**config.mk**
```make
export PLATFORM = sky130hd
export DESIGN_NAME = atlas_rect_packer
export DESIGN_NICKNAME = d
export VERILOG_FILES = /design/src/hdl/arp_pkg.sv /design/src/hdl/arp_ctrl.sv /design/src/hdl/arp_dp.sv /design/src/hdl/atlas_rect_packer.sv
export SDC_FILE = /design/constraint.sdc
export NUM_CORES = 2
export LEC_CHECK = 0
export BUFFER_PORTS_ARGS = -buffer_cell sky130_fd_sc_hd__buf_2
export CAP_MARGIN = 20
export CORE_MARGIN = 2
export CORE_UTILIZATION = 55
export DETAILED_ROUTE_END_ITERATION = 10
export PLACE_DENSITY = 0.71
export SLEW_MARGIN = 20
export SYNTH_ARGS = -nofsm -noshare
export SYNTH_HDL_FRONTEND = slang
export SYNTH_SLANG_ARGS = --single-unit
```
**constraint.sdc**
```tcl
create_clock -name clk -period 9.6 [get_ports clk]
set_input_delay 0 -clock clk [delete_from_list [all_inputs] [get_ports clk]]
set_output_delay 0 -clock clk [all_outputs]
set_load 0.005 [all_outputs]
```
**src/hdl/arp_pkg.sv**
```systemverilog
// Shared constants, codes and control types of the atlas rectangle packer.
`default_nettype none
package arp_pkg;
	localparam int FIELD_W       = 13;
	localparam int COORD_MAX     = 4096;
	localparam int MAX_RECTS_DEF = 16;
	localparam int SLOT_W        = 4;
	localparam int EDGE_W        = FIELD_W + 1;
	localparam int SPAN_W        = FIELD_W + 2;
	localparam int AREA_W        = 2 * SPAN_W;
	localparam int IN_DATA_W     = 32;
	localparam int OUT_DATA_W    = 32;
	localparam int STATUS_W      = 2;

	localparam logic [FIELD_W-1:0] COORD_LIM = FIELD_W'(COORD_MAX);

	localparam logic [STATUS_W-1:0] ST_PLACED   = 2'd0;
	localparam logic [STATUS_W-1:0] ST_NOFIT    = 2'd1;
	localparam logic [STATUS_W-1:0] ST_FULL     = 2'd2;
	localparam logic [STATUS_W-1:0] ST_RELEASED = 2'd3;

	localparam logic ACT_PLACE   = 1'b0;
	localparam logic ACT_RELEASE = 1'b1;

	localparam logic REG_ATLAS_W = 1'b0;
	localparam logic REG_ATLAS_H = 1'b1;

	localparam logic [1:0] FIN_PLACE = 2'd0;
	localparam logic [1:0] FIN_FULL  = 2'd1;
	localparam logic [1:0] FIN_REL   = 2'd2;

	typedef struct packed {
		logic       latch;
		logic       scan_acc;
		logic       origin;
		logic       cand_load;
		logic       corner;
		logic       area;
		logic       take;
		logic       fin;
		logic [1:0] kind;
	} arp_cmd_t;

	typedef struct packed {
		logic free_found;
		logic any;
		logic rd_live;
		logic cand_ok;
		logic hit;
		logic out_free;
	} arp_stat_t;
endpackage
`default_nettype wire

```
**src/hdl/arp_ctrl.sv**
```systemverilog
// Sequencer of the packer: slot scan, corner walk and overlap sweep.
`default_nettype none
module arp_ctrl
	import arp_pkg::*;
#(
	parameter int MAX_RECTS = MAX_RECTS_DEF,
	parameter int IDX_W     = $clog2(MAX_RECTS)
) (
	input  wire logic             clk,
	input  wire logic             arst_n,
	input  wire logic             s_tvalid,
	input  wire logic             s_action,
	output logic                  s_tready,
	input  wire arp_stat_t        st,
	output arp_cmd_t              cmd,
	output logic [IDX_W-1:0]      rd_idx
);
	localparam logic [2:0] S_IDLE = 3'd0;
	localparam logic [2:0] S_SCAN = 3'd1;
	localparam logic [2:0] S_EVAL = 3'd2;
	localparam logic [2:0] S_CAND = 3'd3;
	localparam logic [2:0] S_AREA = 3'd4;
	localparam logic [2:0] S_TEST = 3'd5;
	localparam logic [2:0] S_HIT  = 3'd6;
	localparam logic [2:0] S_DONE = 3'd7;
	localparam logic [IDX_W-1:0] LAST = IDX_W'(MAX_RECTS - 1);

	logic [2:0]       state_q, state_d;
	logic [IDX_W-1:0] i_q, i_d, j_q, j_d;
	logic             c_q, c_d;
	logic [1:0]       kind_q, kind_d;
	logic             adv, skip;

	always_comb begin
		state_d  = state_q;
		i_d      = i_q;
		j_d      = j_q;
		c_d      = c_q;
		kind_d   = kind_q;
		cmd      = '0;
		cmd.kind = kind_q;
		cmd.corner = c_q;
		rd_idx   = i_q;
		s_tready = 1'b0;
		adv      = 1'b0;
		skip     = 1'b0;
		unique case (state_q)
			S_IDLE: begin
				s_tready = 1'b1;
				if (s_tvalid) begin
					cmd.latch = 1'b1;
					i_d = '0;
					if (s_action == ACT_RELEASE) begin
						kind_d  = FIN_REL;
						state_d = S_DONE;
					end else begin
						kind_d  = FIN_PLACE;
						state_d = S_SCAN;
					end
				end
			end
			S_SCAN: begin
				cmd.scan_acc = 1'b1;
				if (i_q == LAST) begin
					state_d = S_EVAL;
				end else begin
					i_d = i_q + 1'b1;
				end
			end
			S_EVAL: begin
				i_d = '0;
				c_d = 1'b0;
				if (!st.free_found) begin
					kind_d  = FIN_FULL;
					state_d = S_DONE;
				end else if (!st.any) begin
					cmd.origin = 1'b1;
					state_d = S_DONE;
				end else begin
					state_d = S_CAND;
				end
			end
			S_CAND: begin
				if (st.rd_live) begin
					cmd.cand_load = 1'b1;
					state_d = S_AREA;
				end else begin
					adv  = 1'b1;
					skip = 1'b1;
				end
			end
			S_AREA: begin
				cmd.area = 1'b1;
				state_d = S_TEST;
			end
			S_TEST: begin
				if (st.cand_ok) begin
					j_d = '0;
					state_d = S_HIT;
				end else begin
					adv = 1'b1;
				end
			end
			S_HIT: begin
				rd_idx = j_q;
				if (st.hit) begin
					adv = 1'b1;
				end else if (j_q == LAST) begin
					cmd.take = 1'b1;
					adv = 1'b1;
				end else begin
					j_d = j_q + 1'b1;
				end
			end
			S_DONE: begin
				if (st.out_free) begin
					cmd.fin = 1'b1;
					state_d = S_IDLE;
				end
			end
			default: state_d = S_IDLE;
		endcase
		if (adv) begin
			if (!c_q && !skip) begin
				c_d = 1'b1;
				state_d = S_CAND;
			end else if (i_q == LAST) begin
				state_d = S_DONE;
			end else begin
				i_d = i_q + 1'b1;
				c_d = 1'b0;
				state_d = S_CAND;
			end
		end
	end

	always_ff @(posedge clk or negedge arst_n) begin
		if (!arst_n) begin
			state_q <= S_IDLE;
			i_q     <= '0;
			j_q     <= '0;
			c_q     <= 1'b0;
			kind_q  <= FIN_PLACE;
		end else begin
			state_q <= state_d;
			i_q     <= i_d;
			j_q     <= j_d;
			c_q     <= c_d;
			kind_q  <= kind_d;
		end
	end
endmodule
`default_nettype wire

```
**src/hdl/arp_dp.sv**
```systemverilog
// Datapath of the packer: slot table, extents, corner test, area and result register.
`default_nettype none
module arp_dp
	import arp_pkg::*;
#(
	parameter int MAX_RECTS = MAX_RECTS_DEF,
	parameter int IDX_W     = $clog2(MAX_RECTS)
) (
	input  wire logic                  clk,
	input  wire logic                  arst_n,
	input  wire arp_cmd_t              cmd,
	input  wire logic [IDX_W-1:0]      rd_idx,
	output arp_stat_t                  st,
	input  wire logic [FIELD_W-1:0]    req_w,
	input  wire logic [FIELD_W-1:0]    req_h,
	input  wire logic [SLOT_W-1:0]     req_slot,
	input  wire logic                  cfg_valid,
	input  wire logic                  cfg_index,
	input  wire logic [FIELD_W-1:0]    cfg_data,
	input  wire logic                  m_tready,
	output logic                       m_tvalid,
	output logic [STATUS_W-1:0]        m_status,
	output logic [SLOT_W-1:0]          m_slot,
	output logic [FIELD_W-1:0]         m_pos_x,
	output logic [FIELD_W-1:0]         m_pos_y
);
	logic                 live_q [MAX_RECTS];
	logic [FIELD_W-1:0]   left_q [MAX_RECTS];
	logic [FIELD_W-1:0]   top_q  [MAX_RECTS];
	logic [FIELD_W-1:0]   bw_q   [MAX_RECTS];
	logic [FIELD_W-1:0]   bh_q   [MAX_RECTS];

	logic [FIELD_W-1:0]   aw_q, ah_q, w_q, h_q;
	logic [SLOT_W-1:0]    rs_q;
	logic [EDGE_W-1:0]    maxw_q, maxh_q, x_q, y_q, bx_q, by_q;
	logic                 any_q, free_found_q, found_q, inb_q;
	logic [IDX_W-1:0]     free_q;
	logic [SPAN_W-1:0]    extw_q, exth_q;
	logic [AREA_W-1:0]    area_q, best_q;

	logic                 rd_live;
	logic [EDGE_W-1:0]    rd_l, rd_t, rd_r, rd_b, cx, cy;
	logic [SPAN_W-1:0]    cr, cb;
	logic                 overlap, rel_ok;

	assign rd_live = live_q[rd_idx];
	assign rd_l    = EDGE_W'(left_q[rd_idx]);
	assign rd_t    = EDGE_W'(top_q[rd_idx]);
	assign rd_r    = rd_l + EDGE_W'(bw_q[rd_idx]);
	assign rd_b    = rd_t + EDGE_W'(bh_q[rd_idx]);
	assign cx      = cmd.corner ? rd_l : rd_r;
	assign cy      = cmd.corner ? rd_b : rd_t;
	assign cr      = SPAN_W'(cx) + SPAN_W'(w_q);
	assign cb      = SPAN_W'(cy) + SPAN_W'(h_q);
	assign overlap = (x_q < rd_r) && ((SPAN_W'(x_q) + SPAN_W'(w_q)) > SPAN_W'(rd_l)) &&
	                 (y_q < rd_b) && ((SPAN_W'(y_q) + SPAN_W'(h_q)) > SPAN_W'(rd_t));
	assign rel_ok  = 32'(rs_q) < MAX_RECTS;

	assign st.free_found = free_found_q;
	assign st.any        = any_q;
	assign st.rd_live    = rd_live;
	assign st.cand_ok    = inb_q && (!found_q || (area_q < best_q));
	assign st.hit        = rd_live && overlap;
	assign st.out_free   = !m_tvalid || m_tready;

	always_ff @(posedge clk or negedge arst_n) begin
		if (!arst_n) begin
			aw_q     <= COORD_LIM;
			ah_q     <= COORD_LIM;
			m_tvalid <= 1'b0;
			for (int k = 0; k < MAX_RECTS; k++) begin
				live_q[k] <= 1'b0;
			end
		end else begin
			if (cfg_valid) begin
				if (cfg_index == REG_ATLAS_W) begin
					aw_q <= (cfg_data > COORD_LIM) ? COORD_LIM : cfg_data;
				end else begin
					ah_q <= (cfg_data > COORD_LIM) ? COORD_LIM : cfg_data;
				end
			end
			if (m_tvalid && m_tready) begin
				m_tvalid <= 1'b0;
			end
			if (cmd.fin) begin
				m_tvalid <= 1'b1;
				if (cmd.kind == FIN_REL) begin
					if (rel_ok) begin
						live_q[IDX_W'(rs_q)] <= 1'b0;
					end
				end else if (cmd.kind == FIN_PLACE && found_q) begin
					live_q[free_q] <= 1'b1;
				end
			end
		end
	end

	always_ff @(posedge clk) begin
		if (cmd.latch) begin
			w_q          <= req_w;
			h_q          <= req_h;
			rs_q         <= req_slot;
			maxw_q       <= '0;
			maxh_q       <= '0;
			any_q        <= 1'b0;
			free_found_q <= 1'b0;
			found_q      <= 1'b0;
			free_q       <= '0;
		end
		if (cmd.scan_acc) begin
			if (rd_live) begin
				any_q <= 1'b1;
				if (rd_r > maxw_q) maxw_q <= rd_r;
				if (rd_b > maxh_q) maxh_q <= rd_b;
			end else if (!free_found_q) begin
				free_found_q <= 1'b1;
				free_q       <= rd_idx;
			end
		end
		if (cmd.origin) begin
			found_q <= 1'b1;
			bx_q    <= '0;
			by_q    <= '0;
		end
		if (cmd.cand_load) begin
			x_q    <= cx;
			y_q    <= cy;
			inb_q  <= (cr <= SPAN_W'(aw_q)) && (cb <= SPAN_W'(ah_q));
			extw_q <= (cr > SPAN_W'(maxw_q)) ? cr : SPAN_W'(maxw_q);
			exth_q <= (cb > SPAN_W'(maxh_q)) ? cb : SPAN_W'(maxh_q);
		end
		if (cmd.area) begin
			area_q <= extw_q * exth_q;
		end
		if (cmd.take) begin
			found_q <= 1'b1;
			best_q  <= area_q;
			bx_q    <= x_q;
			by_q    <= y_q;
		end
		if (cmd.fin) begin
			m_slot  <= '0;
			m_pos_x <= '0;
			m_pos_y <= '0;
			unique case (cmd.kind)
				FIN_REL: begin
					m_status <= ST_RELEASED;
					m_slot   <= rs_q;
				end
				FIN_FULL: begin
					m_status <= ST_FULL;
				end
				default: begin
					if (found_q) begin
						m_status       <= ST_PLACED;
						m_slot         <= SLOT_W'(free_q);
						m_pos_x        <= bx_q[FIELD_W-1:0];
						m_pos_y        <= by_q[FIELD_W-1:0];
						left_q[free_q] <= bx_q[FIELD_W-1:0];
						top_q[free_q]  <= by_q[FIELD_W-1:0];
						bw_q[free_q]   <= w_q;
						bh_q[free_q]   <= h_q;
					end else begin
						m_status <= ST_NOFIT;
					end
				end
			endcase
		end
	end
endmodule
`default_nettype wire

```
**src/hdl/atlas_rect_packer.sv**
```systemverilog
// Top level of the atlas rectangle packer.
//  channel  dir  handshake                  payload
//  s_*      in   s_tvalid / s_tready        tuser action; tdata rect_width, rect_height, release_slot
//  m_*      out  m_tvalid / m_tready        tuser status; tdata slot, pos_x, pos_y
//  cfg_*    in   cfg_valid / cfg_ready      cfg_index register, cfg_data value
// One item at a time. A release goes straight to the result. A place scans every slot, then
// skips each free slot and, for each live slot and corner, loads the candidate, takes its
// area and, if it fits and beats the best, sweeps for overlap over the single slot-table read port.
// Reset clears all slots and sets the page to 4096 x 4096.
// A stalled result holds in the output register; the next item is taken meanwhile.
`default_nettype none
module atlas_rect_packer
	import arp_pkg::*;
#(
	parameter int MAX_RECTS = MAX_RECTS_DEF
) (
	input  wire logic                   clk,
	input  wire logic                   arst_n,
	input  wire logic                   s_tvalid,
	output logic                        s_tready,
	input  wire logic [IN_DATA_W-1:0]   s_tdata,  // rect_width, rect_height, release_slot, pad
	input  wire logic                   s_tuser,  // action
	output logic                        m_tvalid,
	input  wire logic                   m_tready,
	output logic [OUT_DATA_W-1:0]       m_tdata,  // slot, pos_x, pos_y, pad
	output logic [STATUS_W-1:0]         m_tuser,  // status
	input  wire logic                   cfg_valid,
	output logic                        cfg_ready,
	input  wire logic                   cfg_index,
	input  wire logic [FIELD_W-1:0]     cfg_data
);
	localparam int IDX_W = $clog2(MAX_RECTS);

	arp_cmd_t          cmd;
	arp_stat_t         st;
	logic [IDX_W-1:0]  rd_idx;
	logic [SLOT_W-1:0] m_slot;
	logic [FIELD_W-1:0] m_pos_x, m_pos_y;

	assign cfg_ready = 1'b1;
	assign m_tdata   = {2'b00, m_pos_y, m_pos_x, m_slot};

	arp_ctrl #(.MAX_RECTS(MAX_RECTS), .IDX_W(IDX_W)) u_ctrl (
		.clk      (clk),
		.arst_n   (arst_n),
		.s_tvalid (s_tvalid),
		.s_action (s_tuser),
		.s_tready (s_tready),
		.st       (st),
		.cmd      (cmd),
		.rd_idx   (rd_idx)
	);

	arp_dp #(.MAX_RECTS(MAX_RECTS), .IDX_W(IDX_W)) u_dp (
		.clk       (clk),
		.arst_n    (arst_n),
		.cmd       (cmd),
		.rd_idx    (rd_idx),
		.st        (st),
		.req_w     (s_tdata[12:0]),
		.req_h     (s_tdata[25:13]),
		.req_slot  (s_tdata[29:26]),
		.cfg_valid (cfg_valid),
		.cfg_index (cfg_index),
		.cfg_data  (cfg_data),
		.m_tready  (m_tready),
		.m_tvalid  (m_tvalid),
		.m_status  (m_tuser),
		.m_slot    (m_slot),
		.m_pos_x   (m_pos_x),
		.m_pos_y   (m_pos_y)
	);
endmodule
`default_nettype wire

```
# Word level (Yosys, flattened, before mapping)
# Memory sizes are Yosys's and may differ from the RTL's.
# Index checks and enable logic that the tools add are counted.
# classes
n_reduce_logical	34
multipliers	1
mux	97
n_addsub	8
n_eq_ne	21
n_bitwise	8
order_cmp	17
# ops
op	n
14-bit 2-to-1 mux	12
14-bit by 13-bit adder with 15-bit output	4
4-bit 2-to-1 mux	14
13-bit 2-to-1 mux	4
1-bit 2-to-1 mux	41
3-bit 2-to-1 mux	11
16-bit 2-to-1 mux	2
15-bit by 13-bit greater-than comparator with 1-bit output	2
15-bit by 14-bit greater-than comparator with 1-bit output	2
15-bit by 13-bit <= comparator with 1-bit output	2
30-bit < comparator	1
15-bit by 15-bit multiplier with 30-bit output	1
13-bit by 13-bit adder with 14-bit output	2
14-bit greater-than comparator	2
14-bit < comparator	2
3-bit case mux with 7 select lines	1
16-bit bitwise AND	1
16-bit inverter	1
16-bit bitwise OR	1
4-bit case mux with 2 select lines	2
5-bit >= comparator, second input constant	3
4-bit inverter with 5-bit output	3
13-bit greater-than comparator, second input constant	1
3-bit == test, second input constant	4
other kinds (30)	67
# totals
ff_bits	299
mem_count	4
wordCells	238
ramBits	832
input_bits	52
out_inout_bits	37
# mem_list
name	depth	word_bits	read_ports	rd_clocked_by_memory_dff	write_ports	line_no	rtl
u_dp.bh_q	16	13	1	0	1	arp_dp.sv:31	logic [FIELD_W-1:0] bh_q [MAX_RECTS];
u_dp.bw_q	16	13	1	0	1	arp_dp.sv:30	logic [FIELD_W-1:0] bw_q [MAX_RECTS];
u_dp.left_q	16	13	1	0	1	arp_dp.sv:28	logic [FIELD_W-1:0] left_q [MAX_RECTS];
u_dp.top_q	16	13	1	0	1	arp_dp.sv:29	logic [FIELD_W-1:0] top_q [MAX_RECTS];

# Logic depth before layout (Yosys ltp)
# An unclocked memory read counts as a cell.
# logic_depth
depth_word	13
depth_mapped	42
ltp_nobuf	34

# Hierarchy
# From an unflattened synthesis, not the netlist that was laid out.
# unflattened
cells_unflattened	3752
area_unflattened_um2	57119.8
# by_module_without_submodules
module	instances	seq_area_each_um2	area_per_inst_um2	cells_each
arp_dp	1	32979.1	56048.8	3626
arp_ctrl	1	350.3	1041.0	121
atlas_rect_packer	1	0.0	30.0	5

# Worst setup path after synthesis
# OpenSTA, ideal clock, no wires.
# synth_path
kind	reg2reg
start	reg u_ctrl.state_q[0]
end	reg u_dp.extw_q[10], data pin
path_slack_ns	2.322
stages_incl_launch_ff	33
synth_period_minus_slack_ns	7.278
t_required_ns	9.340
t_arrival_ns	7.018
path_buffers	7
setup_time_ns	0.260
cell_sequence	dfrtp_1 nand3b_2 buf_4 buf_4 a21oi_1 buf_2 buf_2 buf_2 buf_1 a31oi_1 a21oi_1 a21oi_1 ha_1 fa_1 a211oi_1 o21a_1 nor2_1 a21o_1 a21oi_1 xor2_1 o21ai_0 ha_1 or3_1 o21ai_0 nor2_1 xor2_1 ha_1 and4_1 nand3_1 o32a_1 a21oi_2 buf_2 mux2_2
# synth_between
elab_chain_cells	8
elab_cells_between_ends	9
cone_classes	add/sub: 2; order compare: 1; eq/ne: 1; mux: 3; memory: 2
# synth_lines
element	line_no	rtl
start, declared	arp_ctrl.sv:28	logic [2:0] state_q, state_d;
start signal, assigned	arp_ctrl.sv:145	state_q <= state_d;
3-bit == test (*)	arp_ctrl.sv:47	unique case (state_q)
4-bit 2-to-1 mux (*)	arp_ctrl.sv:47	
memory 16 x 13 bit (on tied branches)	-	
13-bit by 13-bit adder with 14-bit output	arp_dp.sv:49	assign rd_r = rd_l + EDGE_W'(bw_q[rd_idx]);
14-bit 2-to-1 mux (*)	arp_dp.sv:51	assign cx = cmd.corner ? rd_l : rd_r;
net u_dp.cx[10]	arp_dp.sv:42	logic [EDGE_W-1:0] rd_l, rd_t, rd_r, rd_b, cx, cy;
14-bit by 13-bit adder with 15-bit output (*)	arp_dp.sv:53	assign cr = SPAN_W'(cx) + SPAN_W'(w_q);
15-bit by 14-bit greater-than comparator with 1-bit output	arp_dp.sv:129	extw_q <= (cr > SPAN_W'(maxw_q)) ? cr : SPAN_W'(maxw_q);
14-bit 2-to-1 mux (*)	arp_dp.sv:129	
end signal, assigned	arp_dp.sv:129	
end, declared	arp_dp.sv:38	logic [SPAN_W-1:0] extw_q, exth_q;
# Mark *: on every way through the listed nets, which the timed path passes. The rest lies on a longest branch.
# A chain may end at the register's enable or synchronous reset.

# Final worst setup path
# layout_path
start	reg u_ctrl.state_q[2]
end	reg u_dp.extw_q[13], data pin
# Same word-level chain as after synthesis.

==> summary.md <==
| Metric | Value |
|---|---|
| Outcome | `complete, no violations` |
| Grt peak-use layer | `met2` |
| Yosys reg bits | `around 1100` |
| Vias in the first global route | `~38000` |
| Crit path time final | `between 9 and 10 ns` |
| TritonCTS clock tree | `built` |
| Depth of the CTS H-tree | `3` |
| Worst path top cell family by delay | `compound AO/OA/AOI/OAI gates` |
| Clock sink total | `~1100` |
| First-pass GRT wire length | `approximately 220000 um` |
| CTS clk-pin slew, worst paths | `~0.060 ns` |
| Met2 Usage GRT | `between 40% and 50%` |
| Worst-path fanout max | `36` |
| Critical-path top delay cell | `a21oi_4` |
| Setup repair after global routing missed its margin | `false` |
| # setup viols final | `0` |
| Post-CTS Setup Inserts | `0` |
| Die Ht | `roughly 330 um` |
| Async S/R FF share, synth | `between 5 and 6%` |
| Worst Path Buf+Inv | `3` |
| I/O Buffers | `between 80 and 90` |
| Critical Path Start Type | `register` |
| GRT Overall Usage | `between 20% and 30%` |
| Worst-skew pair later-pin latency | `roughly 0.74 ns` |
| Antenna Nets Post-Route | `0` |
| Routed via count | `slightly below 40000` |
| Post-synthesis adder-cell area fraction | `13.0%` |
| Largest net degree at the start of global routing | `110` |
| Die W | `roughly 330 um` |
| Slew Viols, Final | `0` |
| CTS Buf Count | `approximately 110` |
| Setup Skew | `~0.047 ns` |
| Final Cycle Share | `between 90 and 100%` |
| Cell row count | `120` |
| Initial Utilization | `around 55%` |
| Vias per inst | `6.03` |
| Final Instance Count excl. Fillers | `between 6000 and 7000` |
| EDFF count, synth | `about 1000` |
| Post-CTS Resized | `0` |
| Worst EP arrival | `about 9.5 ns` |
| Dpl cells | `6174` |
| Die area | `around 110000 um2` |
| Hpwl dp | `around 91000 um` |
| DRC Markers | `0` |
| Drt total wl | `145000 um` |
| Count of cell types in the netlist | `90` |
| Ports | `between 80 and 90` |
| Critical Path End Type | `register` |
| Met3 track utilization from global routing | `under 10%` |
| Largest family of logic cells by synthesized area | `adder cells` |
| Max Cap Violations | `0` |
| Longest Clk Path Bufs | `3` |
| Worst-Margin Slew | `1.16 ns` |
| Placer Congestion | `roughly 0.94` |
| Initial antenna violation count | `4` |
| Seq/Total Area, Yosys | `a little under three fifths` |
| TNS Setup | `0 ns` |
| Starting DRT DRC Count | `between 3000 and 4000` |
| Synth Area in Compound Gates | `a little under an eighth` |
| Simple-Gate Fraction of Synth Area | `11.3%` |
| Max-slew headroom | `between 20% and 30%` |
| M1 GR Usage | `between 30% and 40%` |
| Cells after Synth | `about 4800` |
| Core outline area | `approximately 110000 um2` |
| Fmax achieved | `0.110 GHz` |
| Critical Path RT | `a little over 10 ns` |
| Syn_area_per_cell | `12.2 um2` |
| Fin nets | `between 5000 and 6000` |
| Post-synthesis mux area share | `1.87%` |
| Fraction of layout cells with a size suffix above 1 | `around 8%` |
| Grt ovf | `0` |
| Worst Hold Class | `in2reg` |
| Final hold violation count | `0` |
| CP Class | `reg2reg` |
| Synth Area in XOR/XNOR | `about 1.3%` |
| Max incr delay on CP | `approximately 0.83 ns` |
| Mapped Area | `slightly below 60000 um2` |
| Drt pass-1 iters | `7` |
| Area growth, synth to finish | `11.2%` |
| WL/cell | `roughly 22 um` |
| Clk Tree Root Cell | `clkbuf_16` |
| YS warnings | `0` |
| Post-synth top flop | `edfxtp_1` |
kinds of logic after synthesis:
kind of cell / after synthesis
adders and majority gates: 510
xor gates and xnor gates: 87
and+or+nand+nor: 1382
other: 2
AOI/OAI and AO/OA: 1040
DFF: 1131
buffers and inverters: 593
muxes: 102
metal layers:
layer / share of wire [%] / vias to the layer above / wire length [um]
li1: - / 17894 / -
met1: 42 / 19390 / 60800
met2: 48 / 1441 / 69700
met3: 6.8 / 280 / 9930
met4: 3.3 / 0 / 4840
met5: 0 / - / 0
metrics by stage:
| stage | worst slack, ns | utilization (%) | hold slack [ns] | area (um2) |
|---|---|---|---|---|
| 6_report | 0.540 | 61.4 | 0.0136 | 65500 |
| 5_1_grt | 0.0150 | 61.4 | 0.0161 | 65500 |
| 4_1_cts | 0.706 | 61.4 | 0.00240 | 65500 |
| 3_5_place_dp | 0.740 | 57.2 | 0.179 | 61100 |
| 3_3_place_gp | 0.748 | 57.2 | 0.178 | 61100 |
| 2_1_floorplan | 2.32 | - | -0.296 | 59000 |
Yosys cell counts (41+ instances only):
library cell,n,share of area (%)
dfrtp_1,55,2.3
mux2i_1,68,1.2
edfxtp_1,1039,53
a21oi_1,218,1.9
nor2_1,105,0.67
nand2b_1,44,0.47
ha_1,337,7.2
a311oi_1,104,1.5
fa_1,173,5.9
buf_2,68,0.58
a31oi_1,112,1.2
xnor2_1,60,0.89
clkbuf_1,160,1.0
a21o_1,48,0.61
o21ai_0,147,1.2
and2_1,327,3.5
and3_1,41,0.44
nand2_1,682,4.3
inv_1,345,2.2
a211oi_1,276,3.5
sequential cells by signal (all words and copies together) (netlist names), 15 cells and up:
signal / count
u_dp.bw_q: 208
u_dp.extw_q: 15
u_dp.best_q: 30
u_dp.live_q: 16
u_dp.exth_q: 15
u_dp.top_q: 208
u_dp.bh_q: 208
u_dp.left_q: 208
u_dp.area_q: 30
cells in the final DEF (no fill, tap or decap), types with 82 or more instances in the layout:
| cell | netlist | routed |
|---|---|---|
| buf_2 | 68 | 83 |
| edfxtp_1 | 1039 | 1039 |
| fa_1 | 173 | 173 |
| nor2_1 | 105 | 88 |
| and2_1 | 327 | 327 |
| a31oi_1 | 112 | 112 |
| o21ai_0 | 147 | 147 |
| clkbuf_16 | 0 | 114 |
| a21oi_1 | 218 | 215 |
| ha_1 | 337 | 337 |
| dlygate4sd3_1 | 0 | 82 |
| a311oi_1 | 104 | 104 |
| inv_1 | 345 | 344 |
| nand2_1 | 682 | 682 |
| a211oi_1 | 276 | 276 |
layout make-up:
| type | count | area, um2 |
|---|---|---|
| sequential | 1131 | 33300 |
| clock inverter | 77 | 693 |
| tap | 1403 | 1760 |
| timing repair buffer | 254 | 2050 |
| antenna | 1 | 2.50 |
| inverter | 345 | 1290 |
| multi-input combinational | 3124 | 23500 |
| fill | 8174 | 41200 |
| clock buffer | 138 | 2940 |
repair_timing:
action / 4_1_cts / 5_1_grt
hold buffers: 82 / 0
endpoints found under the hold margin: 152 / 0
endpoints found under the setup margin: 0 / 0
worst paths after layout:
path | start | endpoint | slack [ns] | cells past startpoint
hold / removal | s_tdata[15] | u_dp.h_q[2] | 0.01 | 2
hold reg to reg | u_dp.area_q[15] | u_dp.best_q[15] | 0.45 | 0
setup / recovery | u_ctrl.state_q[2] | u_dp.extw_q[13] | 0.54 | 28
max in group asynchronous | arst_n | u_ctrl.c_q | 8.48 | 4
min in group asynchronous | arst_n | u_dp.aw_q[2] | 0.54 | 4
setup reg to reg | u_ctrl.state_q[2] | u_dp.extw_q[13] | 0.54 | 28
Power is not shown: default switching activity piles up to over one toggle a cycle in this logic, so the estimate is an artifact.
